File: src/hw/rtl/nfa_word_matcher_unit_macros.svh
// Assertion macros for the word matcher.
`ifndef NFA_WORD_MATCHER_UNIT_MACROS_SVH
`define NFA_WORD_MATCHER_UNIT_MACROS_SVH
`ifndef NO_ASSERTIONS
`define NWM_ASSERT_IMP(label, clk, rstn, a, c) \
    label: assert property (@(posedge clk) disable iff (!rstn) (a) |-> (c)) \
        else $error("assertion failed");
`define NWM_ASSERT_NXT(label, clk, rstn, a, c) \
    label: assert property (@(posedge clk) disable iff (!rstn) (a) |=> (c)) \
        else $error("assertion failed");
`else
`define NWM_ASSERT_IMP(label, clk, rstn, a, c)
`define NWM_ASSERT_NXT(label, clk, rstn, a, c)
`endif
`endif

File: src/hw/rtl/nwm_ram.sv
// ----------------------------------------------------------------------------
// nwm_ram
// Generic simple dual-port RAM (one write port, one read port) with registered read.
// ----------------------------------------------------------------------------
module nwm_ram #(
    parameter int WIDTH = 8,
    parameter int DEPTH = 16
) (
    input  logic                     aclk,
    input  logic                     we,
    input  logic [$clog2(DEPTH)-1:0] waddr,
    input  logic [WIDTH-1:0]         wdata,
    input  logic [$clog2(DEPTH)-1:0] raddr,
    output logic [WIDTH-1:0]         rdata
);
    logic [WIDTH-1:0] mem [DEPTH];
    always_ff @(posedge aclk) begin
        if (we) mem[waddr] <= wdata;
        rdata <= mem[raddr];
    end
endmodule

File: config.mk
export PLATFORM = sky130hd
export DESIGN_NAME = nwm_ram
export DESIGN_NICKNAME = d
export VERILOG_FILES = /design/src/hw/rtl/nfa_word_matcher_unit_macros.svh /design/src/hw/rtl/nwm_ram.sv
export SDC_FILE = /design/constraint.sdc
export NUM_CORES = 1
export LEC_CHECK = 0
export ABC_AREA = 0
export BUFFER_PORTS_ARGS = -buffer_cell sky130_fd_sc_hd__buf_4
export CAP_MARGIN = 25
export CORE_MARGIN = 1
export CORE_UTILIZATION = 45
export DETAILED_ROUTE_END_ITERATION = 7
export PLACE_DENSITY = 0.62
export SYNTH_ARGS = -nofsm -noshare
export SYNTH_HDL_FRONTEND = slang
export SYNTH_SLANG_ARGS = --single-unit
File: constraint.sdc
create_clock -name aclk -period 2.7 [get_ports aclk]
set_clock_uncertainty 0.2 [all_clocks]
set_input_delay 0.135 -clock aclk [delete_from_list [all_inputs] [get_ports aclk]]
set_output_delay 0.135 -clock aclk [all_outputs]
set_load 0.03 [all_outputs]
=== After elaboration in Yosys (flattened, before gate mapping) ===
Memories as Yosys holds them, arrays and structs flattened. A register that Yosys moved wholly into a read port is not among the register bits.
Cells that the tools add are included.

* Mux-type cells: 2

{| class="wikitable"
|+ Operator list
! cell !! number
|-
| $mux 1 || 2
|}

* Input bits: 18
* Output and inout port bits: 8
* Word-level logic and storage cells: 3
* Register bits after elaboration: 0
* Memories kept: 1
* RAM bits: 128

{| class="wikitable"
|+ Memory list
! name !! words !! width !! rd ports !! clocked after memory_dff !! write ports !! RTL line !! source
|-
| mem || 16 || 8 || 1 || 1 || 1 || nwm_ram.sv:16 || <nowiki>logic [WIDTH-1:0] mem [DEPTH];</nowiki>
|}

=== Longest topological paths before layout ===
Gate-level depths: netlist of run 1.

* Word-level depth: 2
* Mapped depth: 5
* Mapped depth without buffers: 3

=== Least setup slack after synthesis of run 1 ===
No wires, ideal clock.

* Path type: input-to-reg
* Start point: input waddr[2]
* End point: memory mem[0][0] (enable)
* Path buffers: 0
* Arrival: 1.245 ns
* Cell stages on the path: 2
* Slack: 0.872 ns
* Library setup time: 0.383 ns
* Data required time: 2.117 ns
* Cell sequence: or3b_2 > nor3_1

{| class="wikitable"
|+ RTL lines
! element !! RTL line !! source
|-
| start, declared || nwm_ram.sv:11 || <nowiki>input logic [$clog2(DEPTH)-1:0] waddr,</nowiki>
|-
| end, declared || nwm_ram.sv:16 ||
|}

Straight into the memory's write port.

=== Final worst setup path of run 1 ===
* Start point: input waddr[2]
* End point: memory mem[1][7] (enable)

Straight into the memory's write port.

==> results of run 1 <==
[kinds of logic after synthesis]
logic type | count (synthesis)
buffers and inverters | 10
AO/OA/AOI/OAI | 16
multiplexers | 32
flip-flops | 136
AND/OR/NAND/NOR | 35
[placed cells by master, fill, tap and decap left out]
cell type      count
nand3_1            1
nand2_1            9
and2b_1            1
dfxtp_1            8
edfxtp_1         128
nand3b_1           2
bufinv_16          3
clkbuf_1           1
clkbuf_16         17
and2_1             1
or3b_2             1
nand2b_1           2
mux4_2            18
a22oi_1           16
buf_4             41
nor3_1             4
clkinvlp_4         6
clkinv_1           2
mux4_1            14
nor2_1            13
nor2b_1            1
dlygate4sd3_1      8
clkinv_2           3
[registers in the layout (all words and copies together) (netlist names)]
| signal | count |
|---|---|
| mem | 128 |
| rdata | 8 |
[layout make-up]
type	instances	area, um^2
repair buffers	49	388
well taps	140	175
clock inverters	14	158
clock buffers	18	429
fillers	820	4770
multi-input cells	83	1060
flip-flops and latches	136	4000
[worst register-to-register path: stages, from the launching register on]
cell and delay [ps]:
edfxtp_1 370, mux4_1 500, a22oi_1 310, nand2_1 100
[how the worst min path moves through the flow]
stage | start | to | slack [ps]
2_1_floorplan | wdata[0] | mem[0][0]$_DFFE_PP_ | 30
3_3_place_gp | wdata[0] | mem[12][0]$_DFFE_PP_ | 240
3_5_place_dp | wdata[0] | mem[12][0]$_DFFE_PP_ | 260
4_1_cts | waddr[0] | mem[0][0]$_DFFE_PP_ | 40
5_1_grt | waddr[0] | mem[4][0]$_DFFE_PP_ | 60
6_report | waddr[0] | mem[0][0]$_DFFE_PP_ | 50
[per-stage QoR]
stage | cells | hold slack, ps | setup WS, ps
2_1_floorplan | 229 | 33.9 | 872
3_3_place_gp | 400 | 245 | 688
3_5_place_dp | 400 | 257 | 667
4_1_cts | 440 | 39.3 | 1070
5_1_grt | 440 | 58.0 | 1010
6_report | 440 | 49.6 | 1080
[per-layer routing]
layer | part of all wire [%] | vias to the layer above | track usage [%]
met5 | 0 | - | 0
met4 | 1.3 | 0 | 7.82
met3 | 4.4 | 11 | 5.08
met2 | 46 | 77 | 28.4
met1 | 48 | 1329 | 28.2
li1 | - | 1091 | -
[Yosys cell counts (all sizes together) (2+ instances only)]
master | n | area share (%)
mux4 | 32 | 15
dfxtp | 8 | 3.1
clkdlybuf4s25 | 3 | 0.58
buf | 7 | 1.1
a22oi | 16 | 2.3
edfxtp | 128 | 75
nand2 | 9 | 0.66
nand2b | 2 | 0.24
nand3b | 2 | 0.29
nor2 | 13 | 0.95
nor3 | 4 | 0.39
[where the power goes]
part,internal (mW),switching [mW],total (mW)
Clock,1.44,0.841,2.28
Sequential,2.36,0.0127,2.37
Combinational,0.113,0.153,0.266
[what timing repair did]
action                    CTS  global route
hold buffers                8             0
setup buffers               0             0
hold endpoints to repair  128             0
resized for setup           0             0
==> metrics.md, run 1 <==
| Metric | Value |
|---|---|
| Max IR drop VDD | 0.397 mV |
| Post-Synth Simple-Gate Area | 3.18% |
| Syn nets | 247 |
| FF-to-FF Start | mem[2][5]$_DFFE_PP_ |
| Tcrit/Tclk final | 59.9% |
| Xor and xnor area share after synthesis | 0% |
| Die ar. | 11900 um^2 |
| Power Total | 4.92 mW |
| RSZ-0062 raised after global routing | false |
| CTS max path bufs | 2 |
| Per-cell routed wire length | 23.1 um |
| Stages on worst setup path | 3 |
| Total clock sinks | 136 |
| Hold Fails Final Rpt | 0 |
| Leakage power | 2.10 nW |
| Worst EP arrival | 1450 ps |
| # IOs | 26 |
| CP max-delay cell | nor2_1 |
| Gr usage total | 19.5% |
| Initial antenna violation count | 0 |
| Drt first-iter violations | 187 |
| Slew @ Worst Pin | 863 ps |
| Vias in the first global route | 2565 |
| Finished layout cell area | 6210 um^2 |
| Min Tclk post-route | 1620 ps |
| Status | complete, no violations |
| Ys async rst share | 0% |
| Via density | 5.70 |
| GRT overflow | 0 |
| Row count | 38 |
| Syn Inst Count | 229 |
| Crit. End Element | flip-flop |
| Crit path to | mem[1][7]$_DFFE_PP_ |
| Synth Area in Adders | 0% |
| Final core utilization | 56.6% |
| Hpwl dp | 6480 um |
| Hold path depth | 3 |
| Reg2reg path depth | 3 |
| Sequential-to-total area share from yosys stat | 77.8% |
| Via count | 2508 |
| Drt total wl | 10200 um |
| Port Buf Inserts | 25 |
| Core area | 11000 um^2 |
| Largest family of logic cells by synthesized area | multiplexers |
| Syn Area/Cell | 22.5 um^2 |
| Share of cells above drive strength 1 | 29.7% |
| Compound-cell area share of the yosys netlist | 2.33% |
| # H-tree levels | 4 |
| Gpl congestion | 0.750 |
| Final setup vio count | 0 |
| Largest net degree at the start of global routing | 33 |
| Cell family with most CP delay | simple AND/OR/NAND/NOR gates |
| CP Buf/Inv Count | 1 |
| ANT cells | 0 |
| Max-cap viol count | 0 |
| Post-Syn Area | 5150 um^2 |
| Final #Nets | 305 |
| Reg2Reg Capture Point | rdata[5]$_DFF_P_ |
| Crit-path max cell delay | 680 ps |
| CTS tree | built |
| Critical path origin | waddr[2] |
| CTS buffer count | 17 |
| Total negative setup slack | 0 ps |
| Relative slew slack | 42.3% |
| FF-to-FF setup slack | 1100 ps |
| YS warnings | 0 |
| DR DRC count | 0 |
| WS Path Type | in -> reg |
| Post-synth EDFFs | 128 |
| Primary FF master, synth | edfxtp_1 |
| Die Span X | 109 um |
| Die H | 109 um |
| Min-delay worst type | in -> reg |
| Fmax | 619 MHz |
| Post-synthesis register bit count | 136 |
| P&R area growth vs syn | 20.7% |
| Worst-skew pair later-pin latency | 420 ps |
| Fin. max-slew vios | 0 |
| Pre-antenna DRT Iters | 4 |
| Mux cell area share after synthesis | 15.0% |
| Clock-pin slew on the worst setup and hold paths | 60 ps |
| First-pass GRT wire length | 15500 um |
| Clk root buf | clkbuf_16 |
| P per Cell Area | 792 nW/um^2 |
| Crit-path cells | buf_4 > or3b_2 > nor2_1 |
| Nature of the critical path startpoint | primary input |
| Initial Util | 46.9% |
| Distinct cells, synth | 19 |
| Required time worst endpoint | 2540 ps |
| Antenna Nets Post-Route | 0 |
| CP Max Fanout | 8 |
| Area of placed instances | 5540 um^2 |
Power figures use the tool's default switching activity.
==> run 2, diff against run 1 <==
PLACE_DENSITY = 0.64   (was 0.62)
clock period = 1.39 ns   (was 2.7 ns; I/O delays follow)
==> run 2 against run 1 <==
Effect of this change:
- the flow now finishes with violations (negative setup slack)
- critical path depth unchanged
- sequential share of layout area is 2.7 points lower
- wire length is 4.0% lower
- register-to-register slack got worse by 1200 ps
- die area is the same
- first-iteration DRC count grew 9.1%
- core utilization up 2.4 points
- clock power up 81%
- combinational power is 130% higher
- total power grew 90%
- highest routed layer unchanged
==> metrics.md, run 2 (synthesis gave the netlist of run 1 again) <==
| Metric | Value |
|---|---|
| Hold Fails Final Rpt | 0 (unchanged) |
| CP max-delay cell | mux4_2 |
| Worst-skew pair later-pin latency | 410 ps (about the same) |
| Inst Count DP | 414 (+3.5%) |
| Finished layout cell area | 6480 um^2 (+4.3%) |
| Hold slack | 27.1 ps (-22.5 ps) |
| Final #Nets | 324 (+6.2%) |
| CTS buffer count | 17 (unchanged) |
| Total clock sinks | 136 (unchanged) |
| Sw Share | 20.1% (-0.35 points) |
| Gr busiest metal | met2 |
| # H-tree levels | 4 (unchanged) |
| Reg power frac | 49.4% (+1.1 points) |
| Row count | 38 (unchanged) |
| Hpwl dp | 6350 um (-2.1%) |
| Most common cell after layout, fill and taps aside | edfxtp_1 |
| Reg2Reg Capture Point | rdata[7]$_DFF_P_ |
| Required time worst endpoint | 1490 ps (-1050 ps) |
| FF-to-FF Start | mem[2][7]$_DFFE_PP_ |
| Comb power frac | 6.5% (+1.1 points) |
| Antenna Nets Post-Route | 0 (unchanged) |
| Die ar. | 11900 um^2 (unchanged) |
| Min Tclk post-route | 1460 ps |
| P&R area growth vs syn | 25.8% |
| Pre-antenna DRT Iters | 4 (unchanged) |
| Max-cap viol count | 0 (unchanged) |
| Crit-path cells | mux4_2 > a22oi_2 > nand2_1 |
| Initial antenna violation count | 0 (unchanged) |
| Drt first-iter violations | 204 (+9.1%) |
| Via count | 2482 (-1.0%) |
| Tcrit/Tclk final | 105% |
| CTS tree | built |
| Regs by FF count | mem (128), rdata (8) |
| WS Path Type | reg -> reg |
| Clock share of power | 44.1% (-2.2 points) |
| RSZ-0062 raised after global routing | true |
| Final WS setup | -71.1 ps (-1160 ps) |
| Number of flip-flops in the largest register | 128 (unchanged) |
| Cell-internal power | 7.47 mW (+91%) |
| Clk root buf | clkbuf_16 |
| Crit-path max cell delay | 490 ps (-190 ps) |
| Clock-pin slew on the worst setup and hold paths | 50 ps (about the same) |
| Reg2reg path depth | 3 (unchanged) |
| Die H | 109 um (unchanged) |
| Per-cell routed wire length | 21.3 um (-7.9%) |
| CTS max path bufs | 2 (unchanged) |
| Met2 GRT Util | 29.1% (+0.63 points) |
| Max IR drop VDD | 0.644 mV (+62%) |
| # IOs | 26 (unchanged) |
| Status | finished with violations |
| Nature of the critical path startpoint | flip-flop |
| GRT overflow | 0 (unchanged) |
| FF-to-FF setup slack | -70 ps (-1170 ps) |
| ANT cells | 0 (unchanged) |
| Via density | 5.41 (-5.1%) |
| Area of placed instances | 5780 um^2 (+4.3%) |
| DR DRC count | 0 (unchanged) |
| Core area | 11000 um^2 (unchanged) |
| Met1 GRT Util | 25.8% (-2.4 points) |
| Largest net degree at the start of global routing | 19 (-42%) |
| Port Buf Inserts | 25 (unchanged) |
| Drt total wl | 9770 um (-4.0%) |
| Post-CTS Setup Bufs | 0 (unchanged) |
| Fmax | 684 MHz |
| Crit. End Element | flip-flop |
| Min-delay worst type | in -> reg |
| Finished Layout Cells | 459 (+4.3%) |
| Worst EP arrival | 1560 ps (+110 ps) |
| GR Util met3 | 4.90% (-0.18 points) |
| CP Max Fanout | 1 (-7) |
| Relative slew slack | 33.7% (-8.6 points) |
| Final setup vio count | 8 (+8) |
| Critical path origin | mem[2][7]$_DFFE_PP_ |
| Net Switching | 1.88 mW (+87%) |
| Leakage power | 2.18 nW (+3.9%) |
| Vias in the first global route | 2581 (+0.62%) |
| Top reg by flops | mem |
| First-pass GRT wire length | 15200 um (-1.6%) |
| Failing checks | negative setup slack |
| Fin. max-slew vios | 0 (unchanged) |
| P per Cell Area | 1440 nW/um^2 (+82%) |
| Gr usage total | 19.0% (-0.50 points) |
| Share of cells above drive strength 1 | 41.7% (+12 points) |
| Most frequent cells in the layout | 128 x edfxtp_1, 47 x buf_4, 31 x mux4_2 |
| Crit path to | rdata[7]$_DFF_P_ |
| Die Span X | 109 um (unchanged) |
| Initial Util | 46.9% (unchanged) |
| Gpl congestion | 0.707 (-5.8%) |
| Slew @ Worst Pin | 991 ps (+128 ps) |
-- run 2: changes by cell type in the layout (fill, tap and decap cells not counted), moves of 5 or more --
cell	change
a22oi_1	-13
a22oi_2	+13
mux4_1	-13
mux4_2	+13
buf_12	+8
buf_4	+6
clkinvlp_4	-5
dlygate4sd3_1	+5
-- run 2: routing by layer --
metal	wire length, um	up-vias	part of all wire [%]
met4	130	0	1.3
met2	4900	75	50
li1	-	1116	-
met5	0	-	0
met3	444	12	4.5
met1	4290	1279	44
-- run 2: power by group through the flow --
stage               registers [mW]  logic (mW)  clock network [mW]
floorplan                     4.74       0.240                   0
global placement              4.69       0.540                   0
detailed placement            4.70       0.550                   0
CTS                           4.61       0.601                4.20
global route                  4.62       0.654                4.38
finish                        4.61       0.606                4.13
-- run 2: critical path: cells and delay by family, from the launching register on --
family | cells | cell delay (ps)
flops | 1 | 360
compound gates | 1 | 230
simple gates | 1 | 70
mux | 1 | 490
-- run 2: area by class of cell --
class	count	area (um^2)
multi-input combinational	83	1110
clock buffer	20	437
sequential	136	4000
timing repair buffer	68	643
tap	140	175
fill	789	4510
clock inverter	12	109
-- run 2: worst min-delay path by stage --
stage	from	endpoint	slack, ps	depth (start not counted)
final	raddr[2]	rdata[2]$_DFF_P_	30	4
after global routing	raddr[1]	rdata[0]$_DFF_P_	70	5
after CTS	raddr[2]	rdata[2]$_DFF_P_	30	4
after detailed placement	wdata[6]	mem[7][6]$_DFFE_PP_	180	1
after global placement	wdata[6]	mem[6][6]$_DFFE_PP_	180	1
after floorplan	wdata[0]	mem[0][0]$_DFFE_PP_	-30	0
-- run 2: repair_timing --
action                     in CTS  in global routing
gates resized for setup        18                  9
pin swaps                      12                  9
hold buffers                   13                  0
hold endpoints to repair      144                  0
setup endpoints to repair       8                 16
-- run 2: metrics by stage --
step | power, mW | utilization [%] | setup WS, ps | setup TNS, ps
after global placement | 5.23 | 52.6 | -225 | -3620
after CTS | 9.41 | 58.7 | -64.6 | -402
after floorplan | 4.98 | - | -16.0 | -88.9
after detailed placement | 5.25 | 52.6 | -225 | -5160
after global routing | 9.66 | 59.0 | -106 | -672
final | 9.35 | 59.0 | -71.1 | -292
