==> src/hw/rtl/nfa_word_matcher_unit_macros.svh <==
// Assertion macros for the word matcher.
`ifndef NFA_WORD_MATCHER_UNIT_MACROS_SVH
`define NFA_WORD_MATCHER_UNIT_MACROS_SVH
`ifndef NO_ASSERTIONS
`define NWM_ASSERT_IMP(label, clk, rstn, a, c) \
    label: assert property (@(posedge clk) disable iff (!rstn) (a) |-> (c)) \
        else $error("assertion failed");
`define NWM_ASSERT_NXT(label, clk, rstn, a, c) \
    label: assert property (@(posedge clk) disable iff (!rstn) (a) |=> (c)) \
        else $error("assertion failed");
`else
`define NWM_ASSERT_IMP(label, clk, rstn, a, c)
`define NWM_ASSERT_NXT(label, clk, rstn, a, c)
`endif
`endif

==> src/hw/rtl/nwm_pkg.sv <==
// ----------------------------------------------------------------------------
// nwm_pkg
// Shared types and constants of the word matcher.
// ----------------------------------------------------------------------------
package nwm_pkg;
    localparam int MAX_STATES      = 32;
    localparam int MAX_TRANSITIONS = 256;
    localparam int SW  = 5;
    localparam int TW  = $clog2(MAX_TRANSITIONS);
    localparam int CW  = TW + 1;
    localparam int EW  = 19;
    localparam int QD  = 2;

    localparam logic [2:0] ACT_CLEAR = 3'd0;
    localparam logic [2:0] ACT_ADD   = 3'd1;
    localparam logic [2:0] ACT_BEGIN = 3'd2;
    localparam logic [2:0] ACT_FEED  = 3'd3;
    localparam logic [2:0] ACT_END   = 3'd4;

    localparam logic [1:0] ST_OK    = 2'd0;
    localparam logic [1:0] ST_RANGE = 2'd1;
    localparam logic [1:0] ST_FULL  = 2'd2;

    localparam logic [1:0] OP_NONE  = 2'd0;
    localparam logic [1:0] OP_BEGIN = 2'd1;
    localparam logic [1:0] OP_FEED  = 2'd2;
    localparam logic [1:0] OP_END   = 2'd3;

    localparam logic [1:0] REG_COUNT = 2'd0;
    localparam logic [1:0] REG_START = 2'd1;
    localparam logic [1:0] REG_FINAL = 2'd2;

    typedef struct packed {
        logic [1:0] op;
        logic [1:0] status;
        logic [7:0] symbol;
    } cmd_t;
endpackage

==> src/hw/rtl/nwm_back.sv <==
// ----------------------------------------------------------------------------
// nwm_back
// Runs closure and move sweeps over the table, holds the active set, emits results.
// ----------------------------------------------------------------------------
`include "nfa_word_matcher_unit_macros.svh"
module nwm_back import nwm_pkg::*; (
    input  logic          aclk,
    input  logic          aresetn,
    input  logic          q_valid,
    input  cmd_t          q_cmd,
    output logic          q_ready,
    input  logic [CW-1:0] tcount,
    input  logic [5:0]    n_eff,
    input  logic [SW-1:0] start_state,
    input  logic [31:0]   final_mask,
    output logic [TW-1:0] raddr,
    input  logic [EW-1:0] rdata,
    output logic          busy,
    output logic          m_valid,
    input  logic          m_ready,
    output logic [1:0]    m_status,
    output logic          m_word_done,
    output logic          m_accepted,
    output logic          m_word_alive
);
    localparam logic [1:0] S_IDLE = 2'd0;
    localparam logic [1:0] S_CLO  = 2'd1;
    localparam logic [1:0] S_MOVE = 2'd2;

    logic [1:0]    state_reg, state_next;
    cmd_t          cmd_reg;
    logic [31:0]   set_reg, set_next, nxt_reg, nxt_next, active_reg, active_next;
    logic          changed_reg, changed_next, dead_reg, dead_next;
    logic [CW-1:0] idx_reg, idx_next;
    logic          rv_reg, rv_next;
    logic [31:0]   vm;
    logic          out_valid_reg, out_next_v;
    logic [1:0]    st_reg, st_next;
    logic          done_reg, done_next, acc_reg, acc_next, alive_reg, alive_next;
    logic [SW-1:0] ef, et;
    logic [7:0]    el;
    logic          ee;
    logic          take;

    assign vm = (n_eff >= 6'd32) ? 32'hFFFF_FFFF : ((32'd1 << n_eff[4:0]) - 32'd1);
    assign {ef, et, el, ee} = rdata;
    assign raddr  = idx_reg[TW-1:0];
    assign busy   = state_reg != S_IDLE;
    assign q_ready = state_reg == S_IDLE && (!out_valid_reg || m_ready);
    assign take   = q_valid && q_ready;
    assign m_valid = out_valid_reg;
    assign m_status = st_reg;
    assign m_word_done = done_reg;
    assign m_accepted = acc_reg;
    assign m_word_alive = alive_reg;

    always_comb begin
        state_next = state_reg; set_next = set_reg; nxt_next = nxt_reg;
        active_next = active_reg; dead_next = dead_reg; changed_next = changed_reg;
        idx_next = idx_reg; rv_next = 1'b0;
        out_next_v = out_valid_reg && !m_ready;
        st_next = st_reg; done_next = done_reg; acc_next = acc_reg; alive_next = alive_reg;
        unique case (state_reg)
            S_IDLE: begin
                if (take) begin
                    idx_next = '0; changed_next = 1'b0; nxt_next = '0;
                    set_next = active_reg & vm;
                    priority if (q_cmd.op == OP_BEGIN && {1'b0, start_state} >= n_eff) begin
                        active_next = '0; dead_next = 1'b1;
                        out_next_v = 1'b1; st_next = ST_RANGE; done_next = 1'b0;
                        acc_next = 1'b0; alive_next = 1'b0;
                    end else if (q_cmd.op == OP_BEGIN) begin
                        set_next = (32'd1 << start_state) & vm; state_next = S_CLO;
                    end else if (q_cmd.op == OP_FEED && dead_reg) begin
                        out_next_v = 1'b1; st_next = ST_OK; done_next = 1'b0;
                        acc_next = 1'b0; alive_next = 1'b0;
                    end else if (q_cmd.op == OP_FEED || q_cmd.op == OP_END) begin
                        state_next = S_CLO;
                    end else begin
                        out_next_v = 1'b1; st_next = q_cmd.status; done_next = 1'b0;
                        acc_next = 1'b0; alive_next = !dead_reg && (active_reg & vm) != 0;
                    end
                end
            end
            S_CLO, S_MOVE: begin
                if (rv_reg) begin
                    if (state_reg == S_CLO) begin
                        if (ee && set_reg[ef] && !set_reg[et] && vm[et]) begin
                            set_next[et] = 1'b1; changed_next = 1'b1;
                        end
                    end else if (!ee && el == cmd_reg.symbol && set_reg[ef]) begin
                        nxt_next[et] = 1'b1;
                    end
                end
                if (idx_reg < tcount && !(rv_reg && idx_reg == tcount)) begin
                    idx_next = idx_reg + 1'b1; rv_next = 1'b1;
                end else if (!rv_reg) begin
                    idx_next = '0;
                    if (state_reg == S_CLO && changed_reg) begin
                        changed_next = 1'b0;
                    end else if (state_reg == S_CLO && cmd_reg.op == OP_FEED) begin
                        state_next = S_MOVE;
                    end else begin
                        state_next = S_IDLE; out_next_v = 1'b1; st_next = ST_OK;
                        done_next = 1'b0; acc_next = 1'b0;
                        unique case (cmd_reg.op)
                            OP_BEGIN: begin
                                active_next = set_reg; dead_next = 1'b0;
                                alive_next = set_reg != 0;
                            end
                            OP_FEED: begin
                                active_next = nxt_reg & vm;
                                if ((nxt_reg & vm) == 0) dead_next = 1'b1;
                                alive_next = (nxt_reg & vm) != 0;
                            end
                            default: begin
                                done_next = 1'b1;
                                acc_next = !dead_reg && (set_reg & final_mask) != 0;
                                alive_next = !dead_reg && (active_reg & vm) != 0;
                            end
                        endcase
                    end
                end
            end
            default: state_next = S_IDLE;
        endcase
    end

    always_ff @(posedge aclk) begin
        if (take) cmd_reg <= q_cmd;
        set_reg <= set_next; nxt_reg <= nxt_next; idx_reg <= idx_next;
        changed_reg <= changed_next;
        st_reg <= st_next; done_reg <= done_next; acc_reg <= acc_next;
        alive_reg <= alive_next;
        if (!aresetn) begin
            state_reg <= S_IDLE; active_reg <= '0; dead_reg <= 1'b0;
            out_valid_reg <= 1'b0; rv_reg <= 1'b0;
        end else begin
            state_reg <= state_next; active_reg <= active_next; dead_reg <= dead_next;
            out_valid_reg <= out_next_v; rv_reg <= rv_next;
        end
    end

    `NWM_ASSERT_IMP(a_hold, aclk, aresetn, m_valid && !m_ready, q_ready == 1'b0)
    `NWM_ASSERT_IMP(a_acc_done, aclk, aresetn, m_valid && m_accepted, m_word_done)
    `NWM_ASSERT_NXT(a_busy_nopop, aclk, aresetn, busy, !take)
endmodule

==> config.mk <==
export PLATFORM = sky130hd
export DESIGN_NAME = nwm_back
export DESIGN_NICKNAME = d
export VERILOG_FILES = /design/src/hw/rtl/nwm_pkg.sv /design/src/hw/rtl/nwm_back.sv
export VERILOG_INCLUDE_DIRS = /design/src /design/src/hw/rtl
export SDC_FILE = /design/constraint.sdc
export NUM_CORES = 1
export LEC_CHECK = 0
export BUFFER_PORTS_ARGS = -buffer_cell sky130_fd_sc_hd__buf_2
export CAP_MARGIN = 20
export CORE_UTILIZATION = 30
export DETAILED_ROUTE_END_ITERATION = 8
export PLACE_DENSITY = 0.57
export SYNTH_ARGS = -nofsm -noshare
export SYNTH_HDL_FRONTEND = slang
export SYNTH_SLANG_ARGS = --single-unit
export TNS_END_PERCENT = 20
==> constraint.sdc <==
create_clock -name aclk -period 8.9 [get_ports aclk]
set_input_delay 0 -clock aclk [delete_from_list [all_inputs] [get_ports aclk]]
set_output_delay 0 -clock aclk [all_outputs]
set_load 0.02 [all_outputs]
**After elaboration in Yosys (flattened, before gate mapping)**

Index checks and enable logic that the tools add are counted.

- Bits in registers: 126
- Input bits: 87
- Output and inout bits: 16
- Word-level logic and storage cells: 212

- $add $sub $neg: 2
- Order comparisons: 6
- Equality and inequality tests: 28
- Shift-type cells: 2
- Multiplexer cells: 109
- Bitwise logic cells: 6
- Reduce and logical (&&, ||, !) cells: 44

Operators with widths:

| operator | count |
|---|---|
| $mux 32 | 17 |
| $pmux 32 s2 | 4 |
| $and 32x32->32 | 4 |
| $reduce_bool 32->1 | 4 |
| $or 32x32->32 | 2 |
| $shl 1x5->32 const A | 2 |
| $mux 1 | 52 |
| $mux 2 | 18 |
| $logic_not 32->1 | 1 |
| $sub 32x1->32 const B | 1 |
| $mux 9 | 3 |
| $ne 2x2->1 const B | 11 |
| $pmux 9 s2 | 1 |
| $logic_and 1x1->1 | 17 |
| $pmux 1 s2 | 8 |
| $reduce_and 8->1 | 2 |
| $bmux 1 s5 | 3 |
| $lt 5x6->1 const B | 2 |
| $reduce_and 5->1 | 2 |
| $add 9x1->9 const B | 1 |
| $eq 9x9->1 | 1 |
| $lt 9x9->1 | 1 |
| $ne 3x3->1 const B | 3 |
| $reduce_and 9->1 | 1 |
| 20 further kinds | 36 |

**Depth between registers and ports, before layout**

- Depth in word-level cells: 13
- Mapped depth: 15
- Mapped depth without buffers: 11

**Worst setup path after synthesis**

OpenSTA, ideal clock, no wires.

- Kind: register to register
- From: register set_reg[11]
- To: register nxt_reg[0] (enable)
- Setup time: 0.470 ns
- Arrival: 3.939 ns
- Required time: 8.430 ns
- Setup slack: 4.491 ns
- Stages on the path, launching flop included: 7
- Period minus slack after synthesis: 4.409 ns
- Cell sequence: edfxtp_1 > mux4_2 > mux2i_1 > nor3b_1 > a211oi_2 > or4_1 > a211oi_1

- Word-level cells in the longest chain between the ends: 5

RTL lines:

| item | line | RTL |
|---|---|---|
| start, declared | nwm_back.sv:32 | `logic [31:0] set_reg, set_next, nxt_reg, nxt_next, active_reg, active_next;` |
| start signal, assigned | nwm_back.sv:131 | `set_reg <= set_next; nxt_reg <= nxt_next; idx_reg <= idx_next;` |
| $bmux 1 s5 | nwm_back.sv:91 | `end else if (!ee && el == cmd_reg.symbol && set_reg[ef]) begin` |
| $mux 1 (not written as such) | nwm_back.sv:91 |  |
| $logic_and 1x1->1 | nwm_back.sv:91 |  |
| $ne 2x2->1 (no line) | - |  |
| $reduce_and 5->1 (no line) | - |  |
| end signal, assigned | nwm_back.sv:131 |  |
| end, declared | nwm_back.sv:32 |  |

No other way between the ends. The select of a mux whose other input is x is not followed.
A chain may end at the register's enable or synchronous reset.

**Worst setup path in the final report**

- From: input port n_eff[3]
- To: register set_reg[3] (enable)

- Word-level cells in the longest chain between the ends: 8
- Elaborated cells on any way between the ends: 9
- Classes of those cells: 1 x add/sub; 1 x order compare; 1 x eq/ne; 1 x shift; 3 x mux; 2 x reduce/logical

RTL lines:

| item | line | RTL |
|---|---|---|
| start, declared | nwm_back.sv:13 | `input logic [5:0] n_eff,` |
| $shl 1x5->32 | nwm_back.sv:45 | `assign vm = (n_eff >= 6'd32) ? 32'hFFFF_FFFF : ((32'd1 << n_eff[4:0]) - 32'd1);` |
| $sub 32x1->32 | nwm_back.sv:45 |  |
| $mux 32 (*) | nwm_back.sv:45 |  |
| $bmux 1 s5 (*) | nwm_back.sv:88 | `if (ee && set_reg[ef] && !set_reg[et] && vm[et]) begin` |
| $mux 1 (not written as such) (*) | nwm_back.sv:88 |  |
| $logic_and 1x1->1 (*) | nwm_back.sv:88 |  |
| $ne 2x2->1 (no line) (*) | - |  |
| $reduce_and 5->1 (no line) (*) | - |  |

Mark *: on every way between the ends. The rest lies on a longest branch, timed or not. The select of a mux whose other input is x is not followed.

==> results.ini <==
[synthesis]
yosysWarnings=0
ys_seq_elements=126
async_flop_share_pct=0
synth_top_area_cell=edfxtp_1
syn_inst=1103
ys_types=85
syn_avg_cell_area_um2=8.22
synth_edf_count=89
synthesis.area_um2=9070
mappedNetlistNets=1213
ys_seq_area_share_pct=37.6
ys.flop_type=edfxtp_1
synth_top_area_share_pct=29.5
synth.area.top_cells=edfxtp_1 29%, dfxtp_1 8.2%, nor2_1 5.5%, a21oi_1 5.2%, nand2_1 4.3%

[clocking]
tritoncts=built
clock-root-buffer=clkbuf_16
clock_path_buffers=2
clock-sinks=126
clock_latency_ns=0.43
cts_setup_buffers=0
htree_levels=4
clkTransAtPathRegs_ns=0.07
cts_buffers=17

[global_route]
grt_pass1_vias=8535
grtUsageTotal_pct=23.0
overflow=0
grt_max_degree=106
grt_pass1_wl_mm=53.6
grt_antenna_before_repair=2

[detailed_routing]
dr.pass1.iters=6
first_iter_violations=1217
num_vias=9245
vias_per_cell=5.90
drc_errors=0
routedWlPerCell_um=22.8
routed_wl_mm=35.7
ant_nets=0

[cells_and_area]
final_common_cell=nor2_1
nets=1273
drive_gt1_share_pct=14.5
layout_common_cells=133 x nor2_1, 103 x nand2_1, 102 x buf_2
fin_util_pct=35.5
fill_cells=3072
syn_to_final_growth_pct=16.4
regArea_um2=3410
multiInputGateArea_um2=5060

[floorplanning]
pin_count=103
rows=63
die_w_um=176
die_area_um2=30900
die_y_um=176
core-area_um2=29700
initial_core_util_pct=30.5

[pwr]
peakVddDrop_uv=177
cellLeakagePower_nw=3.81
p_int_w=0.00153
pwr-share-clk_pct=31.2
power_switching_w=0.000946
swShare_pct=38.2
pwr-share-comb_pct=28.7
seqPwrFrac_pct=40.1
powerDensity_nw_per_um2=235

[sta]
worst_pin_slew_ns=1.08
period_share_pct=42.6
drv_slew=0
hold_violations=0
layout_min_cycle_time_ns=3.79
rsz0062_at_grt=false
fmax_mhz=264
clock_skew_ns=0.0126
finalSetupViolCount=0
relSlewSlack_pct=28.3
tns_ns=0

[place]
dp_hpwl_mm=25.6
place_congestion=0.996
io_buffers=102

[critical_path]
crit_type=input pin to register
worstPathArrival_ns=3.87
crit_required_ns=8.97
startpoint_type=input pin
worstPathMaxFanout=28
end_kind=register

[status]
status=finished clean

[hold_path]
hold_class=input pin to register

[job]
drv_cap=0

==> through the flow <==
stage	hold WS (ns)	instance area [um^2]	instances	power, W	setup WS [ns]
after floorplan	0.0989	9070	1103	0.00140	4.49
after global placement	0.178	9780	1520	0.00168	4.94
after detailed placement	0.179	9780	1520	0.00168	4.81
after CTS	0.162	10600	1566	0.00246	5.24
after global routing	0.266	10600	1567	0.00258	4.85
final	0.198	10600	1567	0.00248	5.11
==> synthesized netlist by cell type (all sizes together) (6+ instances only) <==
library cell  instances
nor2                134
nand2               103
a21oi                95
edfxtp               89
o21ai                81
inv                  64
nand3                63
buf                  44
clkbuf               40
nor3                 39
dfxtp                37
o31ai                30
mux2i                24
ha                   23
o22ai                19
nor4                 16
a22oi                11
nand4                11
nor2b                11
and2                 10
a31oi                 9
mux4                  9
xor2                  9
or3                   8
a211oi                7
nand2b                7
o211ai                7
mux2                  6
o21a                  6
or2                   6
xnor2                 6
==> final cells by class <==
class,count,share of cell area [%]
sequential,126,32.3
antenna,1,0.0237
timing repair buffer,125,6.80
clock buffer,20,4.23
tap,390,4.62
inverter,65,2.31
clock inverter,12,1.75
multi-input combinational,828,47.9
==> kinds of logic after synthesis <==
logic type               share of synthesized area, %
multiplexers                                     5.83
AND/OR/NAND/NOR                                  23.0
AO/OA/AOI/OAI                                    22.0
adder cells (fa/ha/maj)                          3.17
flip-flops                                       37.6
buffers and inverters                            7.01
XOR/XNOR                                         1.45
==> layer usage <==
layer  GRT usage [%]  vias to the layer above  routed length (um)
li1                -                     4179                   -
met1            31.4                     4335               14800
met2            33.7                      649               15000
met3            6.30                       80                4460
met4            10.1                        2                1350
met5               0                        -                   8
==> final timing paths <==
| kind | startpoint | depth (start not counted) | endpoint | slack [ns] |
|---|---|---|---|---|
| max | n_eff[3] | 13 | set_reg[3]$_DFFE_PP_ | 5.11 |
| min | final_mask[30] | 5 | m_accepted$_SDFFCE_PN0P_ | 0.20 |
| max reg2reg | state_reg[0]$_SDFFE_PN0P_ | 8 | active_reg[23]$_SDFFE_PN0P_ | 5.28 |
| min reg2reg | active_reg[26]$_SDFFE_PN0P_ | 2 | active_reg[26]$_SDFFE_PN0P_ | 0.48 |
==> worst max-delay path, cell delays in order <==
cell and delay, ns:
buf_2 0.42, nor2_1 0.23, nand3_1 0.14, ha_1 0.61
nor3b_1 0.28, a31oi_1 0.07, o311ai_2 0.42, o22ai_1 0.14
a311o_2 0.41, nor3_1 0.24, a21oi_1 0.13, nor2_2 0.28
buf_4 0.45
==> power by group through the flow <==
stage	Combinational, W	Clock (W)	Sequential, W
floorplan	0.000485	0	0.000910
global placement	0.000684	0	0.000992
detailed placement	0.000693	0	0.000991
CTS	0.000701	0.000777	0.000981
global route	0.000780	0.000798	0.00100
finish	0.000712	0.000774	0.000993
==> repair_timing <==
action | in CTS | in global routing
endpoints found under the hold margin | 15 | 0
gates resized for setup | 0 | 0
hold buffers | 14 | 0
Power figures use the tool's default switching activity.
