$ cat config.mk
export PLATFORM = sky130hd
export DESIGN_NAME = nwm_front
export DESIGN_NICKNAME = d
export VERILOG_FILES = /design/src/hw/rtl/nwm_pkg.sv /design/src/hw/rtl/nwm_front.sv
export VERILOG_INCLUDE_DIRS = /design/src /design/src/hw/rtl
export SDC_FILE = /design/constraint.sdc
export NUM_CORES = 1
export LEC_CHECK = 0
export BUFFER_PORTS_ARGS = -buffer_cell sky130_fd_sc_hd__clkbuf_2
export CAP_MARGIN = 5
export CORE_UTILIZATION = 40
export DETAILED_ROUTE_END_ITERATION = 8
export PLACE_DENSITY = 0.68
export SLEW_MARGIN = 20
export SYNTH_ARGS = -nofsm -noshare
export SYNTH_HDL_FRONTEND = slang
export SYNTH_SLANG_ARGS = --single-unit
$ cat constraint.sdc
create_clock -name aclk -period 5.75 [get_ports aclk]
set_input_delay 0.575 -clock aclk [delete_from_list [all_inputs] [get_ports aclk]]
set_output_delay 0.575 -clock aclk [all_outputs]
set_load 0.02 [all_outputs]
$ cat src/hw/rtl/nfa_word_matcher_unit_macros.svh
// Assertion macros for the word matcher.
`ifndef NFA_WORD_MATCHER_UNIT_MACROS_SVH
`define NFA_WORD_MATCHER_UNIT_MACROS_SVH
`ifndef NO_ASSERTIONS
`define NWM_ASSERT_IMP(label, clk, rstn, a, c) \
    label: assert property (@(posedge clk) disable iff (!rstn) (a) |-> (c)) \
        else $error("assertion failed");
`define NWM_ASSERT_NXT(label, clk, rstn, a, c) \
    label: assert property (@(posedge clk) disable iff (!rstn) (a) |=> (c)) \
        else $error("assertion failed");
`else
`define NWM_ASSERT_IMP(label, clk, rstn, a, c)
`define NWM_ASSERT_NXT(label, clk, rstn, a, c)
`endif
`endif

$ cat src/hw/rtl/nwm_pkg.sv
// ----------------------------------------------------------------------------
// nwm_pkg
// Shared types and constants of the word matcher.
// ----------------------------------------------------------------------------
package nwm_pkg;
    localparam int MAX_STATES      = 32;
    localparam int MAX_TRANSITIONS = 256;
    localparam int SW  = 5;
    localparam int TW  = $clog2(MAX_TRANSITIONS);
    localparam int CW  = TW + 1;
    localparam int EW  = 19;
    localparam int QD  = 2;

    localparam logic [2:0] ACT_CLEAR = 3'd0;
    localparam logic [2:0] ACT_ADD   = 3'd1;
    localparam logic [2:0] ACT_BEGIN = 3'd2;
    localparam logic [2:0] ACT_FEED  = 3'd3;
    localparam logic [2:0] ACT_END   = 3'd4;

    localparam logic [1:0] ST_OK    = 2'd0;
    localparam logic [1:0] ST_RANGE = 2'd1;
    localparam logic [1:0] ST_FULL  = 2'd2;

    localparam logic [1:0] OP_NONE  = 2'd0;
    localparam logic [1:0] OP_BEGIN = 2'd1;
    localparam logic [1:0] OP_FEED  = 2'd2;
    localparam logic [1:0] OP_END   = 2'd3;

    localparam logic [1:0] REG_COUNT = 2'd0;
    localparam logic [1:0] REG_START = 2'd1;
    localparam logic [1:0] REG_FINAL = 2'd2;

    typedef struct packed {
        logic [1:0] op;
        logic [1:0] status;
        logic [7:0] symbol;
    } cmd_t;
endpackage

$ cat src/hw/rtl/nwm_front.sv
// ----------------------------------------------------------------------------
// nwm_front
// Accepts items, handles table loads, queues a command per item for the back end.
// ----------------------------------------------------------------------------
`include "nfa_word_matcher_unit_macros.svh"
module nwm_front import nwm_pkg::*; (
    input  logic          aclk,
    input  logic          aresetn,
    input  logic          s_valid,
    output logic          s_ready,
    input  logic [2:0]    s_action,
    input  logic [SW-1:0] s_from_state,
    input  logic [SW-1:0] s_to_state,
    input  logic [7:0]    s_symbol,
    input  logic          s_is_epsilon,
    input  logic [5:0]    n_eff,
    input  logic          back_busy,
    output logic          we,
    output logic [TW-1:0] waddr,
    output logic [EW-1:0] wdata,
    output logic [CW-1:0] tcount,
    output logic          q_valid,
    output cmd_t          q_cmd,
    input  logic          q_ready
);
    cmd_t         q_mem_reg [QD];
    logic         wp_reg, rp_reg;
    logic [1:0]   cnt_reg;
    logic [CW-1:0] tcount_reg;
    logic         acc, push, pop;
    logic         bad;
    cmd_t         cmd;

    // every item, table writes included, waits until the back end is not scanning and the queue is empty
    assign s_ready = (cnt_reg != 2'(QD)) && !(back_busy || cnt_reg != 2'd0);
    assign acc     = s_valid && s_ready;
    assign bad     = ({1'b0, s_from_state} >= n_eff) || ({1'b0, s_to_state} >= n_eff);

    always_comb begin
        cmd        = '0;
        cmd.symbol = s_symbol;
        we         = 1'b0;
        unique case (s_action)
            ACT_CLEAR: cmd.op = OP_NONE;
            ACT_ADD: begin
                cmd.op = OP_NONE;
                if (bad) cmd.status = ST_RANGE;
                else if (tcount_reg == CW'(MAX_TRANSITIONS)) cmd.status = ST_FULL;
                else we = acc;
            end
            ACT_BEGIN: cmd.op = OP_BEGIN;
            ACT_FEED:  cmd.op = OP_FEED;
            ACT_END:   cmd.op = OP_END;
            default:   cmd.op = OP_NONE;
        endcase
    end

    assign waddr  = tcount_reg[TW-1:0];
    assign wdata  = {s_from_state, s_to_state, s_symbol, s_is_epsilon};
    assign tcount = tcount_reg;
    assign push   = acc;
    assign pop    = q_valid && q_ready;
    assign q_valid = cnt_reg != 2'd0;
    assign q_cmd   = q_mem_reg[rp_reg];

    always_ff @(posedge aclk) begin
        if (push) q_mem_reg[wp_reg] <= cmd;
        if (!aresetn) begin
            wp_reg <= 1'b0; rp_reg <= 1'b0; cnt_reg <= 2'd0; tcount_reg <= '0;
        end else begin
            if (push) wp_reg <= ~wp_reg;
            if (pop)  rp_reg <= ~rp_reg;
            cnt_reg <= cnt_reg + 2'(push) - 2'(pop);
            if (acc && s_action == ACT_CLEAR) tcount_reg <= '0;
            else if (we) tcount_reg <= tcount_reg + 1'b1;
        end
    end

    `NWM_ASSERT_IMP(a_no_overflow, aclk, aresetn, push, cnt_reg != 2'(QD))
    `NWM_ASSERT_IMP(a_count_cap, aclk, aresetn, 1'b1, tcount_reg <= CW'(MAX_TRANSITIONS))
    `NWM_ASSERT_NXT(a_write_adv, aclk, aresetn, we, tcount_reg == $past(tcount_reg) + 1'b1)
endmodule

Word level (Yosys, flattened, before mapping)
Memories as Yosys holds them, arrays and structs flattened. A register that Yosys moved wholly into a read port is not among the register bits.
Index checks and enable logic that the tools add are counted.
W data, S select, Z words.
{ "classes": {"n_eq_ne": 6, "muxes": 11, "add_sub_neg": 3, "order_cmp": 2, "n_reduce_logical": 10, "n_bitwise": 3} }
{ "ops": {"columns": ["op", "count"], "rows": [
  ["$ge A5 B6 Y1", 2],
  ["$add A9 B1 Y9 const B", 1],
  ["$eq A9 B9 Y1 const B", 1],
  ["$mux W1", 7],
  ["$eq A3 B2 Y1 const B", 2],
  ["$mux W2", 3],
  ["$pmux W2 S3", 1],
  ["$logic_and A1 B1 Y1", 4],
  ["$eq A3 B1 Y1 const B", 1],
  ["$eq A3 B3 Y1 const B", 1],
  ["$logic_not A3 Y1", 1],
  ["$not A1 Y1", 3],
  ["$add A2 B1 Y2", 1],
  ["$logic_or A1 B1 Y1", 2],
  ["$ne A2 B2 Y1 const B", 1],
  ["$reduce_bool A2 Y1", 1],
  ["$reduce_or A2 Y1", 1],
  ["$sub A2 B1 Y2", 1],
  ["$logic_not A1 Y1", 1]
]} }
{ "totals": {"word_cells": 40, "output_inout_bits": 51, "inputBits": 33, "n_memories": 1, "reg_bits": 13, "ram_bits": 24} }
{ "mem_list": {"columns": ["name", "depth", "width", "read_ports", "rd_ports_with_merged_regs", "wr", "line_no", "source"], "rows": [
  ["q_mem_reg", 2, 12, 1, 1, 1, "nwm_front.sv:26", "cmd_t q_mem_reg [QD];"]
]} }

Longest topological paths before layout
Gate-level depths: netlist of the first run.
{ "depth": {"ltp_word": 8, "mapped_depth": 9, "ltp_nobuf": 8} }

Worst setup path before layout of the first run
Ideal clock, no wire load.
{ "synth_path": {"path_type": "input port to output port", "startpoint": "in back_busy", "endpoint": "out we", "stages": 4, "path_buffers": 1, "setup_slack_ns": 2.952, "t_arrival_ns": 2.223, "t_required_ns": 5.175, "cell_sequence": "or4b_1 -> clkbuf_2 -> a211o_2 -> nor4_1"} }
{ "synth_via": {"elab_chain_len": 7} }
{ "synth_lines": {"columns": ["element", "line_no", "source"], "rows": [
  ["from (decl)", "nwm_front.sv:17", "input logic back_busy,"],
  ["$logic_or A1 B1 Y1", "nwm_front.sv:35", "assign s_ready = (cnt_reg != 2'(QD)) && !(back_busy || cnt_reg != 2'd0);"],
  ["$logic_not A1 Y1", "nwm_front.sv:35", null],
  ["$logic_and A1 B1 Y1", "nwm_front.sv:35", null],
  ["$logic_and A1 B1 Y1", "nwm_front.sv:36", "assign acc = s_valid && s_ready;"],
  ["$mux W1", "nwm_front.sv:48", "else if (tcount_reg == CW'(MAX_TRANSITIONS)) cmd.status = ST_FULL;"],
  ["$mux W1", "nwm_front.sv:47", "if (bad) cmd.status = ST_RANGE;"],
  ["$mux W1", "nwm_front.sv:43", "unique case (s_action)"],
  ["to (decl)", "nwm_front.sv:18", "output logic we,"]
]} }
No other way between the ends.

Worst setup path in the final report of the first run
Same ends and word-level chain as after synthesis.

==> flow_summary.json, run 1 <==
{
  "status": "completed",
  "hpwl_mm": 2.84,
  "final_common_cell": "clkbuf_2",
  "cts_tree": "yes",
  "ant_nets": 0,
  "yosysSeqAreaShare_pct": 48.0,
  "post_cts_buffers": 0,
  "grt_max_degree": 14,
  "io_pins": 84,
  "gp_congestion": 0.777,
  "num_vias": 1505,
  "post-place-ws_ns": 2.88,
  "path_cells": "clkbuf_2, or4b_1, a211o_2, nor4_1, clkbuf_2",
  "ctsHoldBuffers": 0,
  "routed_wl_mm": 3.70,
  "grt_pass1_wl_mm": 6.07,
  "cts_max_level": 2,
  "via_per_inst": 4.78,
  "slowest_delay_ns": 0.58,
  "worstMarginPinSlew_ns": 0.789,
  "synthesis.nets": 235,
  "final_cell_mix": "clkbuf_2 (81), edfxtp_1 (24), ha_1 (14), dfxtp_1 (14), mux2_2 (12)",
  "period_share_pct": 48.1,
  "synth_area_sq_mm": 0.00209,
  "fp.coreArea_sq_mm": 0.00488,
  "diodes": 0,
  "finalWorstSetupSlack_ns": 2.99,
  "cell_internal_pwr_w": 0.000594,
  "fp.dieH_um": 74.2,
  "synth_top_area_cell": "edfxtp_1",
  "p_leak_nw": 1.13,
  "yosys.area.top_type_share_pct": 34.6,
  "tns_ns": 0,
  "numPortBuffers": 81,
  "grt_usage_pct": 14.6,
  "start_util_pct": 42.7,
  "cpMaxStageDelayCell": "or4b_1",
  "slew_viol_final": 0,
  "grt_pass1_vias": 1415,
  "fin_skew_ns": 0.00464,
  "hold_viol": 0,
  "comb_power_share_pct": 27.0,
  "start_kind": "input pin",
  "dpl_cell_area_sq_mm": 0.00237,
  "firstDrtPassIters": 4,
  "cts_root_buffer": "clkbuf_8",
  "arrival_ns": 2.19,
  "clk_latency_ns": 0.28,
  "clock_sinks": 38,
  "synth.area.top_cells": "edfxtp_1 (35%), dfxtp_1 (13%), buf_4 (9.7%), ha_1 (8.4%), mux2_2 (6.5%)",
  "ir_drop_uv": 178,
  "drive_above_1_share_pct": 44.4,
  "p_sw_share_pct": 28.9,
  "avgSynthCellArea_sq_um": 11.1,
  "netSwitchingPower_w": 0.000242,
  "relSlewSlack_pct": 47.0,
  "final-setup-viol-count": 0,
  "rsz0062_at_grt": "no",
  "fin_area_sq_mm": 0.00251,
  "cap_violations": 0,
  "cp-end-kind": "primary output",
  "grt_antenna_before_repair": 0,
  "required_ns": 5.18,
  "overflow": 0,
  "ys.flop_type": "edfxtp_1",
  "drc_errors": 0,
  "ys_warn_count": 0,
  "pwr-share-seq_pct": 41.0,
  "synth.distinct_cells": 43,
  "ys_async_sr_fraction_pct": 0,
  "power.density_mw_per_mm2": 333,
  "synth_edf_count": 24,
  "routedWlPerCell_um": 11.7,
  "cts_buffer_depth": 2,
  "die_area_sq_mm": 0.00551,
  "period_minus_slack_ns": 2.76,
  "die_x_um": 74.2,
  "areaGrowthSynthToFinish_pct": 20.2,
  "ys_ff_latch": 38,
  "critPathKind": "in2out",
  "post_cts_resized": 0,
  "fin_nets": 294,
  "path_clk_slew_ns": 0.08,
  "hold_path.class": "in2reg",
  "p_clk_share_pct": 32.0,
  "cp_max_fo": 6,
  "largest_reg_flops": 24,
  "fp-row-count": 25,
  "drt_iter0_drc": 26,
  "cp_common_cell": "clkbuf_2",
  "synthCells": 188,
  "max_freq_mhz": 362,
  "cts_buffers": 5
}
[area by class of cell]
type | count | area (sq um)
well taps | 67 | 83.8
fillers | 467 | 2370
repair buffers | 82 | 413
clock inverters | 3 | 68.8
flip-flops and latches | 38 | 1000
multi-input cells | 109 | 830
clock buffers | 5 | 68.8
inverters | 11 | 41.3
[metrics by stage]
stage                     cells  utilization [%]  hold slack (ns)  total power [W]
final                       315             51.4            0.498         0.000836
after global routing        315             51.4            0.491         0.000885
after CTS                   315             51.3            0.496         0.000845
after detailed placement    307             48.5            0.521         0.000577
after global placement      307             48.5            0.501         0.000574
after floorplan             188                -            0.504         0.000515
[layer usage]
metal	wire length, um	global-route usage, %
met1	1660	16.4
met2	1850	27.4
met3	179	3.93
met4	18	3.77
met5	0	0
[final timing paths]
kind                                                  end                    from  cells after the start  slack (ns)
worst max-delay path                                   we               back_busy                      5        2.99
worst min-delay path            q_mem_reg[0][0]$_DFFE_PP_             s_symbol[0]                      1        0.50
worst max register to register     tcount[4]$_SDFFE_PP0P_   cnt_reg[1]$_SDFF_PN0_                      5        3.17
worst min register to register     tcount[5]$_SDFFE_PP0P_  tcount[5]$_SDFFE_PP0P_                      2        0.53
[worst max-delay path, delay by kind of cell]
kind	cells	cell delay [ns]
buffers and inverters	2	0.33
and+or+nand+nor	2	0.91
AOI/OAI and AO/OA	1	0.38
[kinds of logic (layout without fill, tap and decap cells)]
kind of cell | Yosys count | in the layout | synth area share, %
xor+xnor | 5 | 5 | 2.10
fa+ha+maj | 14 | 14 | 8.40
mux | 13 | 13 | 6.96
flops | 38 | 38 | 48.0
simple gates | 55 | 55 | 15.0
buf+inv | 41 | 101 | 12.4
compound gates | 22 | 22 | 7.20
[cells in the mapped netlist (2+ instances only)]
| master | n |
|---|---|
| ha_1 | 14 |
| inv_1 | 11 |
| or4_1 | 2 |
| and3_1 | 4 |
| nand4_1 | 2 |
| xnor2_1 | 5 |
| nand3_1 | 3 |
| o21ai_0 | 4 |
| nor2b_1 | 2 |
| a21oi_1 | 7 |
| nor2_1 | 11 |
| buf_4 | 27 |
| a31oi_1 | 2 |
| nand4b_1 | 2 |
| nor4_1 | 3 |
| nand2b_1 | 3 |
| and2_1 | 4 |
| mux2_2 | 12 |
| nand2_1 | 9 |
| dfxtp_1 | 14 |
| edfxtp_1 | 24 |
| or3_1 | 2 |
[power by group through the flow]
stage                     clock network, W  registers, W  logic, W
after floorplan                          0      0.000337  0.000178
after global placement                   0      0.000349  0.000225
after detailed placement                 0      0.000350  0.000227
after CTS                         0.000272      0.000344  0.000228
after global routing              0.000285      0.000347  0.000252
final                             0.000267      0.000343  0.000226
(Power assumes the default switching activity.)
==> run 2, diff against run 1 <==
==> constraint.sdc (replaced) <==
create_clock -name aclk -period 2.85 [get_ports aclk]
set_input_delay 0.285 -clock aclk [delete_from_list [all_inputs] [get_ports aclk]]
set_output_delay 0.285 -clock aclk [all_outputs]
set_load 0.02 [all_outputs]
==> run 2 against run 1 <==
Global-route usage shrank 1.3 points. Utilization shrank 0.23 points. Sequential power grew 100%. First-iteration DRC count grew 50%. Wire length shrank 1.0%. Flip-flop and latch count is the same. Combinational power grew 100%. Via count grew 1.3%. Total power grew 92%. Final cell count grew 0.63%. Register-to-register slack lost 2.9 ns.
==> flow_summary.json, run 2 (same netlist as run 1, synthesis figures left out) <==
{
  "p_leak_nw": 1.12,
  "cts_tree": "yes",
  "die_area_sq_mm": 0.00551,
  "start_util_pct": 42.7,
  "num_vias": 1525,
  "cp_common_cell": "or4_1",
  "netSwitchingPower_w": 0.000488,
  "cp_max_fo": 7,
  "period_minus_slack_ns": 2.56,
  "path_clk_slew_ns": 0.08,
  "die_x_um": 74.2,
  "cts_buffers": 5,
  "met3_usage_pct": 3.39,
  "final_common_cell": "clkbuf_2",
  "fp.dieH_um": 74.2,
  "final-setup-viol-count": 0,
  "overflow": 0,
  "slowest_delay_ns": 0.63,
  "fillers": 441,
  "fin_nets": 296,
  "drc_errors": 0,
  "grt_usage_pct": 13.3,
  "p_clk_share_pct": 28.1,
  "top_usage_layer": "met2",
  "ctsHoldBuffers": 0,
  "finalWorstSetupSlack_ns": 0.288,
  "gp_congestion": 0.799,
  "drive_above_1_share_pct": 44.4,
  "start_kind": "flop",
  "via_per_inst": 4.81,
  "cap_violations": 0,
  "grt_util_met1_pct": 15.3,
  "largest_reg_flops": 24,
  "regArea_sq_mm": 0.00100,
  "cp-end-kind": "flop",
  "relSlewSlack_pct": 59.1,
  "hpwl_mm": 2.85,
  "fp-row-count": 25,
  "post_cts_buffers": 0,
  "slew_viol_final": 0,
  "path_cells": "or4b_1, a211o_2, or4_1, or4_1, o21ai_0",
  "pwr-share-seq_pct": 43.0,
  "drt_iter0_drc": 39,
  "clock_sinks": 38,
  "clk_latency_ns": 0.29,
  "critPathKind": "reg2reg",
  "cpMaxStageDelayCell": "or4b_1",
  "post_cts_resized": 0,
  "required_ns": 3.07,
  "p_sw_share_pct": 30.5,
  "final_cell_mix": "clkbuf_2 (81), edfxtp_1 (24), ha_1 (14), dfxtp_1 (14), mux2_2 (12)",
  "post-place-ws_ns": 0.277,
  "path_buf_inv": 0,
  "comb_power_share_pct": 28.9,
  "post-route-util_pct": 51.1,
  "grt_pass1_vias": 1322,
  "globalRouteMet2Util_pct": 23.8,
  "ant_nets": 0,
  "status": "completed",
  "firstDrtPassIters": 4,
  "routedWlPerCell_um": 11.6,
  "grt_antenna_before_repair": 0,
  "multi_input_area_sq_um": 827,
  "cts_max_level": 2,
  "ir_drop_uv": 326,
  "hold_viol": 0,
  "cell_internal_pwr_w": 0.00111,
  "power.total_w": 0.00160,
  "hold_path.class": "in2reg",
  "worstMarginPinSlew_ns": 0.609,
  "rsz0062_at_grt": "no",
  "grt_max_degree": 14,
  "fin_skew_ns": 0.00437,
  "numPortBuffers": 81,
  "cts_root_buffer": "clkbuf_8",
  "grt_pass1_wl_mm": 5.55,
  "areaGrowthSynthToFinish_pct": 19.6,
  "tns_ns": 0,
  "cp_top_family": "simple AND/OR/NAND/NOR gates",
  "power.density_mw_per_mm2": 642,
  "diodes": 0,
  "period_share_pct": 89.9,
  "io_pins": 84,
  "fp.coreArea_sq_mm": 0.00488,
  "arrival_ns": 2.78,
  "routed_wl_mm": 3.66,
  "max_freq_mhz": 390,
  "cts_buffer_depth": 2
}
==> run 2: final timing paths <==
kind	start	endpoint	slack, ns	cells after the start
max	cnt_reg[1]$_SDFF_PN0_	tcount[4]$_SDFFE_PP0P_	0.29	5
max reg2reg	cnt_reg[1]$_SDFF_PN0_	tcount[4]$_SDFFE_PP0P_	0.29	5
min	s_symbol[0]	q_mem_reg[1][0]$_DFFE_PP_	0.20	1
min reg2reg	tcount[5]$_SDFFE_PP0P_	tcount[5]$_SDFFE_PP0P_	0.54	2
==> run 2: metrics by stage <==
step / instance area (sq um) / cells / hold slack, ns
detailed placement: 2380 / 309 / 0.494
CTS: 2490 / 317 / 0.189
global route: 2490 / 317 / 0.196
floorplan: 2090 / 188 / 0.384
finish: 2490 / 317 / 0.202
global placement: 2380 / 309 / 0.492
==> run 2: final cells by class <==
type                       instances  share of cell area (%)
sequential                        38                    40.1
multi-input combinational        109                    33.1
timing repair buffer              84                    17.2
tap                               67                    3.36
clock buffer                       5                    2.76
clock inverter                     3                    1.81
inverter                          11                    1.65
==> run 2: power groups by stage <==
stage / clock, W / combinational (W) / sequential [W]
finish: 0.000450 / 0.000462 / 0.000689
floorplan: 0 / 0.000358 / 0.000680
global placement: 0 / 0.000462 / 0.000702
detailed placement: 0 / 0.000468 / 0.000704
global route: 0.000484 / 0.000511 / 0.000697
CTS: 0.000462 / 0.000470 / 0.000691
==> run 2: routing by layer <==
metal	vias to the layer above	wire [um]
met4	0	33
met5	-	0
met1	702	1630
li1	773	-
met3	5	190
met2	45	1810
==> run 3, diff against run 2 <==
--- a/config.mk
+++ b/config.mk
@@ -8,9 +8,9 @@
 export LEC_CHECK = 0
 export BUFFER_PORTS_ARGS = -buffer_cell sky130_fd_sc_hd__clkbuf_2
 export CAP_MARGIN = 5
-export CORE_UTILIZATION = 40
+export CORE_UTILIZATION = 48
 export DETAILED_ROUTE_END_ITERATION = 8
-export PLACE_DENSITY = 0.68
+export PLACE_DENSITY = 0.79
 export SLEW_MARGIN = 20
 export SYNTH_ARGS = -nofsm -noshare
 export SYNTH_HDL_FRONTEND = slang
==> run 3 against run 2 <==
Worst hold slack better by 0.0011 ns. Final cell count shrank 5.4%. Total power is 6.8% lower. Setup slack lost 0.033 ns. Register-to-register slack got worse by 0.03 ns. Critical endpoint unchanged.
==> flow_summary.json, run 3 (same netlist as run 1, synthesis figures left out) <==
{
  "status": "completed",
  "max_freq_mhz": 385,
  "ir_drop_uv": 324,
  "cp-end-kind": "flop",
  "final-setup-viol-count": 0,
  "worst_r2r_startpoint": "cnt_reg[1]$_SDFF_PN0_",
  "overflow": 0,
  "cts_max_level": 2,
  "pwr-share-seq_pct": 46.3,
  "worstMarginPinSlew_ns": 0.572,
  "num_vias": 1497,
  "clk_latency_ns": 0.28,
  "drt_iter0_drc": 70,
  "grt_usage_pct": 16.8,
  "netSwitchingPower_w": 0.000471,
  "regArea_sq_mm": 0.00100,
  "fin_skew_ns": 0.00232,
  "numPortBuffers": 81,
  "rsz0062_at_grt": "no",
  "path_clk_slew_ns": 0.07,
  "p_clk_share_pct": 22.9,
  "globalRouteMet2Util_pct": 27.9,
  "largest_reg_flops": 24,
  "critPathKind": "reg2reg",
  "cts_buffer_depth": 2,
  "diodes": 0,
  "areaGrowthSynthToFinish_pct": 17.0,
  "hpwl_mm": 2.82,
  "cts_root_buffer": "clkbuf_8",
  "drive_above_1_share_pct": 43.6,
  "period_minus_slack_ns": 2.59,
  "grt_pass1_wl_mm": 5.67,
  "tns_ns": 0,
  "slew_viol_final": 0,
  "period_share_pct": 91.0,
  "die_x_um": 67.9,
  "fp.dieH_um": 67.9,
  "final_common_cell": "clkbuf_2",
  "reg2reg_depth": 5,
  "cts_buffers": 5,
  "final_cell_mix": "clkbuf_2 (81), edfxtp_1 (24), ha_1 (14), dfxtp_1 (14), mux2_2 (12)",
  "routedWlPerCell_um": 12.3,
  "dpl_cell_area_sq_mm": 0.00236,
  "required_ns": 3.06,
  "grt_util_met1_pct": 19.9,
  "gp_congestion": 0.829,
  "startpoint": "cnt_reg[1]$_SDFF_PN0_",
  "grt_pass1_vias": 1294,
  "top_usage_layer": "met2",
  "p_sw_share_pct": 31.6,
  "fin_area_sq_mm": 0.00244,
  "relSlewSlack_pct": 61.5,
  "p_leak_nw": 1.11,
  "grt_antenna_before_repair": 0,
  "comb_power_share_pct": 30.8,
  "cpMaxStageDelayCell": "or4b_1",
  "arrival_ns": 2.81,
  "hold_path.class": "in2reg",
  "drc_errors": 0,
  "die_area_sq_mm": 0.00461,
  "fin_nets": 296,
  "fp.coreArea_sq_mm": 0.00409,
  "firstDrtPassIters": 4,
  "cell_internal_pwr_w": 0.00102,
  "multi_input_area_sq_um": 827,
  "grt_max_degree": 14,
  "routed_wl_mm": 3.68,
  "post_cts_buffers": 0,
  "ctsHoldBuffers": 0,
  "fp-row-count": 23,
  "post_cts_resized": 0,
  "cts_tree": "yes",
  "via_per_inst": 4.99,
  "met3_usage_pct": 5.33,
  "path_cells": "or4b_1, a211o_2, or4_1, or4_1, o21ai_0",
  "endpoint": "tcount[4]$_SDFFE_PP0P_",
  "cp_max_fo": 7,
  "slowest_delay_ns": 0.63,
  "cap_violations": 0,
  "clock_sinks": 38,
  "io_pins": 84,
  "cp_common_cell": "or4_1",
  "hold_viol": 0,
  "ant_nets": 0,
  "start_util_pct": 51.0,
  "rrSetupSlack_ns": 0.26,
  "start_kind": "flop",
  "reg2reg_to": "tcount[4]$_SDFFE_PP0P_",
  "fillers": 356,
  "power.density_mw_per_mm2": 611
}
## run 3: cell count changes in the layout (fill, tap and decap cells not counted)
| cell | change |
|---|---|
| clkinv_2 | +1 |
| clkbuf_1 | +1 |
| bufinv_16 | -1 |
| clkinvlp_4 | -2 |
| clkinv_1 | +1 |
## run 3: per-layer routing
metal  share of wire, %  routed length (um)  up-vias
li1                   -                   -      770
met1                 45                1640      672
met2                 48                1780       50
met3                5.7                 208        5
met4                1.3                  49        0
met5                  0                   0        -
## run 3: critical path, delay by kind of cell, from the launching register on
kind | cells | cell delay, ns
AO/OA/AOI/OAI | 2 | 0.45
flip-flops | 1 | 0.33
AND/OR/NAND/NOR | 3 | 1.75
## run 3: per-stage QoR
step | power [W] | instances | worst slack (ns) | hold WS [ns] | utilization (%)
floorplan | 0.00104 | 188 | 0.360 | 0.384 | -
global placement | 0.00116 | 292 | 0.297 | 0.490 | 57.7
detailed placement | 0.00117 | 292 | 0.261 | 0.495 | 57.7
CTS | 0.00152 | 300 | 0.263 | 0.195 | 59.7
global route | 0.00158 | 300 | 0.179 | 0.194 | 59.7
finish | 0.00149 | 300 | 0.255 | 0.203 | 59.7
## run 3: layout make-up
cell class | instances | share of cell area, %
multi-input cells | 109 | 33.9
well taps | 50 | 2.56
clock inverters | 2 | 0.359
flip-flops and latches | 38 | 41.0
clock buffers | 6 | 2.97
repair buffers | 84 | 17.5
inverters | 11 | 1.69
## run 3: power by group through the flow
stage / sequential (W) / combinational [W] / clock, W
after CTS: 0.000693 / 0.000467 / 0.000355
after detailed placement: 0.000706 / 0.000464 / 0
after floorplan: 0.000680 / 0.000358 / 0
after global routing: 0.000699 / 0.000508 / 0.000377
after global placement: 0.000700 / 0.000457 / 0
final: 0.000691 / 0.000460 / 0.000341
## run 3: worst min-delay path by stage
stage	start	cells past startpoint	to
2_1_floorplan	s_symbol[0]	0	q_mem_reg[0][0]$_DFFE_PP_
3_3_place_gp	s_symbol[0]	1	q_mem_reg[0][0]$_DFFE_PP_
3_5_place_dp	s_symbol[4]	1	q_mem_reg[1][4]$_DFFE_PP_
4_1_cts	s_symbol[4]	1	q_mem_reg[1][4]$_DFFE_PP_
5_1_grt	s_symbol[4]	1	q_mem_reg[1][4]$_DFFE_PP_
6_report	s_symbol[4]	1	q_mem_reg[1][4]$_DFFE_PP_
